--- src/rtl/atc_pkg.sv ---
// atc_pkg: shared types and constants for the trigram count table
// used by atc_ctrl, atc_dp and the top level; no dependencies
`default_nettype none

package atc_pkg;

	// table depth must be a power of two; probes wrap through the low index bits
	localparam int TABLE_ENTRIES = 4096;
	localparam int IDX_W         = $clog2(TABLE_ENTRIES);
	localparam int COUNT_BITS    = 32;
	localparam int KEY_W         = 24;
	localparam int SUM_W         = 32;
	localparam int ACC_W         = ((COUNT_BITS > SUM_W) ? COUNT_BITS : SUM_W) + 1;

	localparam logic [7:0]            SPACE_BYTE = 8'h20;
	localparam logic [31:0]           HASH_MULT  = 32'h9E3779B1;
	localparam logic [SUM_W-1:0]      SUM_MAX    = '1;
	localparam logic [COUNT_BITS-1:0] COUNT_MAX  = '1;

	typedef enum logic [2:0] {
		ST_CLEAR,
		ST_IDLE,
		ST_HASH,
		ST_INDEX,
		ST_READ,
		ST_CMP,
		ST_DONE
	} state_t;

	typedef struct packed {
		logic                  valid;
		logic [KEY_W-1:0]      key;
		logic [COUNT_BITS-1:0] count;
	} entry_t;

	typedef struct packed {
		logic clr;
		logic accept;
		logic hash;
		logic probe_init;
		logic rd;
		logic cmp;
		logic next_key;
		logic finish;
	} cmd_t;

	typedef struct packed {
		logic clr_last;
		logic need1;
		logic need2;
		logic last;
		logic phase;
		logic resolved;
		logic probe_last;
	} sts_t;

endpackage

`default_nettype wire

--- src/rtl/atc_ctrl.sv ---
// atc_ctrl: sequencer for clearing, hashing, probing and result transfer
// depends on atc_pkg; commands atc_dp
`default_nettype none

module atc_ctrl (
	input  wire logic          clk,
	input  wire logic          arst_n,
	input  wire logic          start,
	input  wire atc_pkg::sts_t sts,
	output atc_pkg::cmd_t      cmd,
	output logic               busy,
	output logic               done
);
	import atc_pkg::*;

	state_t state_q, state_d;

	always_ff @(posedge clk or negedge arst_n) begin
		if (!arst_n)
			state_q <= ST_CLEAR;
		else
			state_q <= state_d;
	end

	always_comb begin
		state_d = state_q;
		case (state_q)
			ST_CLEAR: if (sts.clr_last) state_d = ST_IDLE;
			ST_IDLE:  if (start) state_d = ST_HASH;
			ST_HASH: begin
				if (sts.need1)
					state_d = ST_INDEX;
				else
					state_d = sts.last ? ST_DONE : ST_IDLE;
			end
			ST_INDEX: state_d = ST_READ;
			ST_READ:  state_d = ST_CMP;
			ST_CMP: begin
				if (sts.resolved || sts.probe_last) begin
					if (!sts.phase && sts.need2)
						state_d = ST_HASH;
					else
						state_d = sts.last ? ST_DONE : ST_IDLE;
				end else begin
					state_d = ST_READ;
				end
			end
			ST_DONE:  state_d = ST_IDLE;
			default:  state_d = ST_CLEAR;
		endcase
	end

	always_comb begin
		cmd  = '0;
		busy = 1'b1;
		done = 1'b0;
		case (state_q)
			ST_CLEAR: cmd.clr = 1'b1;
			ST_IDLE: begin
				busy       = 1'b0;
				cmd.accept = start;
			end
			ST_HASH:  cmd.hash = 1'b1;
			ST_INDEX: cmd.probe_init = 1'b1;
			ST_READ:  cmd.rd = 1'b1;
			ST_CMP: begin
				cmd.cmp      = 1'b1;
				// second trigram closes the word with a trailing space
				cmd.next_key = (sts.resolved || sts.probe_last) && !sts.phase && sts.need2;
			end
			ST_DONE: begin
				done       = 1'b1;
				cmd.finish = 1'b1;
			end
			default: cmd = '0;
		endcase
	end

endmodule

`default_nettype wire

--- config.mk ---
export PLATFORM = sky130hd
export DESIGN_NAME = atc_ctrl
export DESIGN_NICKNAME = d
export VERILOG_FILES = /design/src/rtl/atc_pkg.sv /design/src/rtl/atc_ctrl.sv
export SDC_FILE = /design/constraint.sdc
export NUM_CORES = 1
export LEC_CHECK = 0
export ABC_AREA = 1
export BUFFER_PORTS_ARGS = -buffer_cell sky130_fd_sc_hd__buf_2
export CAP_MARGIN = 20
export CORE_AREA = 2 2 39 41
export CTS_BUF_LIST = sky130_fd_sc_hd__clkbuf_4 sky130_fd_sc_hd__clkbuf_8
export CTS_CLUSTER_DIAMETER = 100
export DETAILED_ROUTE_END_ITERATION = 12
export DIE_AREA = 0 0 41 43
export PLACE_DENSITY_LB_ADDON = 0.08
export RECOVER_POWER = 50
export SLEW_MARGIN = 5
export SYNTH_ARGS = -nofsm -noshare
export SYNTH_HDL_FRONTEND = slang
export SYNTH_SLANG_ARGS = --single-unit
--- constraint.sdc ---
create_clock -name clk -period 1.9 [get_ports clk]
set_input_delay 0.19 -clock clk [delete_from_list [all_inputs] [get_ports clk]]
set_output_delay 0.19 -clock clk [all_outputs]
set_load 0.005 [all_outputs]
==> results.sh <==
export IMPL_critPathKind="reg2out"
export IMPL_power_mw=0.543
export IMPL_postCtsSetupRepairBufs=0
export IMPL_cp_startpoint="state_q[1]$_DFFE_PN0P_"
export IMPL_syn_num_nets=61
export IMPL_syn_instance_count=51
export IMPL_start_util_pct=21.1
export IMPL_detail_route_antenna_nets=0
export IMPL_antennaDiodeCount=0
export IMPL_outcome="finished, final reports clean"
export IMPL_die_height_um=43
export IMPL_num_fill_cells=166
export IMPL_syn_to_final_growth_pct=45.9
export IMPL_cap_violations=0
export IMPL_grt_pass1_vias=341
export IMPL_grt_max_degree=10
export IMPL_dp_slack_ps=722
export IMPL_avgViaCountPerCell=4.01
export IMPL_grt_total_usage_pct=10.2
export IMPL_dpl_cell_count=84
export IMPL_largest_register="state_q"
export IMPL_fin_nets=84
export IMPL_cts_root_buf="clkbuf_4"
export IMPL_wl_per_cell_um=8.20
export IMPL_mostFrequentLayoutCell="buf_2"
export IMPL_skew_ps=2.65
export IMPL_dr_total_vias=357
export IMPL_clkLatencyLatePin_ps=230
export IMPL_drive_gt1_share_pct=30.1
export IMPL_htree_levels=1
export IMPL_drt_wl_total_um=730
export IMPL_power_internal_mw=0.300
export IMPL_switching_share_pct=44.7
export IMPL_ys_warn_count=0
export IMPL_grt_ovfl_total=0
export IMPL_r2r_start="state_q[1]$_DFFE_PN0P_"
export IMPL_cp_end_kind="primary output"
export IMPL_portBuffers=19
export IMPL_synth_seq_cells=3
export IMPL_seq_area_frac_synth_pct=25.8
export IMPL_firstDrtPassIters=4
export IMPL_setup_viol=0
export IMPL_ios=20
export IMPL_synth_avg_cell_area_um2=5.72
export IMPL_fin_ws_ps=505
export IMPL_coreArea_mm2=0.00138
export IMPL_path_clk_slew_ps=40
export IMPL_ys_types=14
export IMPL_ir_drop_mv=0.363
export IMPL_layout_common_cells="buf_2, nand2_1, inv_1, nor2_1, nor3_1"
export IMPL_stdcell_count=89
export IMPL_grt_pass1_wl_um=1250
export IMPL_drv_slew=0
export IMPL_fp_dieW_um=41
export IMPL_switchingPower_mw=0.243
export IMPL_reg_largest_list="state_q: 3 flops"
export IMPL_dr_first_iter_drc_count=6
export IMPL_largest_reg_flops=3
export IMPL_core_rowCount=14
export IMPL_startpoint_type="flop"
export IMPL_seqPwrFrac_pct=26.7
export IMPL_drc=0
export IMPL_dieArea_mm2=0.00176
export IMPL_tightest_slew_ps=271
export IMPL_relSlewSlack_pct=82.0
export IMPL_clock_sinks=3
export IMPL_cts_inserted_buffers=3
export IMPL_rsz0062_at_grt="no"
export IMPL_synth_area_um2=292
export IMPL_comb_power_share_pct=50.0
export IMPL_place_area_um2=392
export IMPL_p_clk_share_pct=23.2
export IMPL_clock_path_buffers=2
export IMPL_antenna_found_initial=0
export IMPL_min_delay_start="start"
export IMPL_power_density_mw_per_mm2=1280
export IMPL_hold_path_class="in2reg"
export IMPL_period_minus_slack_ps=1390
export IMPL_worstPathMaxFanout=8
export IMPL_timing_setup_tns_ps=0
export IMPL_rrSetupSlack_ps=810
export IMPL_finalInstanceArea_um2=425
export IMPL_cts_tree="built"
export IMPL_min_period_over_period_pct=73.4
export IMPL_post_cts_resized=0
export IMPL_leakage_nw=0.261
export IMPL_worst_ep_required_time_ps=1710
export IMPL_clock_fmax_mhz=717
export IMPL_arrival_ps=1200
export IMPL_post_dp_hpwl_um=622
export IMPL_hold_viol_final=0
export IMPL_place_congestion=0.738
## cell usage after synthesis (all sizes together)
cell	instances	share of area, %
a21oi	1	1.7
buf	2	5.1
dfrtp	3	26
nand3b	1	2.6
nand4	1	2.1
nand2	11	14
inv	11	14
nor2	10	14
nor3	6	12
nand3	4	6.9
o21ai	1	1.7
## kinds of logic after synthesis
group | count (synthesis) | synth area share [%]
compound gates | 2 | 3.43
buf+inv | 13 | 19.3
flops | 3 | 25.8
simple gates | 33 | 51.5
## cell type report
class | instances | area, µm² | share of cell area (%)
multi-input combinational | 35 | 158 | 37.1
timing repair buffer | 20 | 101 | 23.8
sequential | 3 | 75.1 | 17.6
inverter | 11 | 41.3 | 9.71
clock buffer | 4 | 30.0 | 7.06
tap | 16 | 20.0 | 4.71
## through the flow
| stage | hold WS [ps] | utilization (%) |
|---|---|---|
| 6_report | 281 | 30.7 |
| 5_1_grt | 308 | 30.7 |
| 4_1_cts | 279 | 31.2 |
| 3_5_place_dp | -11.5 | 28.3 |
| 3_3_place_gp | -11.8 | 28.3 |
| 2_1_floorplan | -106 | - |
## metal layers
metal  GRT usage [%]  part of all wire, %  vias up
met5               0                    0        -
met4            4.00                  1.9        0
met3            1.57                  6.4        2
met2            15.9                   43       13
met1            13.3                   48      141
li1                -                    -      201
## final timing paths
check | end | cells past startpoint
max in group asynchronous | state_q[0]$_DFFE_PN0P_ | 2
setup reg to reg | state_q[1]$_DFFE_PN0P_ | 5
setup / recovery | cmd[1] | 4
hold / removal | state_q[0]$_DFFE_PN0P_ | 4
min in group asynchronous | state_q[2]$_DFFE_PN0P_ | 2
hold reg to reg | state_q[1]$_DFFE_PN0P_ | 4
## what timing repair did
action | in CTS | in global routing
hold buffers | 1 | 0
endpoints found under the hold margin | 3 | 0
endpoints found under the setup margin | 0 | 0
## critical path, cell delays in order (launching register included)
cell and delay [ps]:
dfrtp_1 410, inv_2 130, nand3_1 120, nor3_1 180, buf_2 130
## power by group through the flow
stage / clock, mW / combinational, mW / sequential, mW
final: 0.126 / 0.272 / 0.145
after global routing: 0.133 / 0.320 / 0.153
after CTS: 0.128 / 0.284 / 0.145
after detailed placement: 0 / 0.281 / 0.147
after global placement: 0 / 0.288 / 0.147
after floorplan: 0 / 0.220 / 0.117
Note: power is estimated with default switching activity, not from simulation.
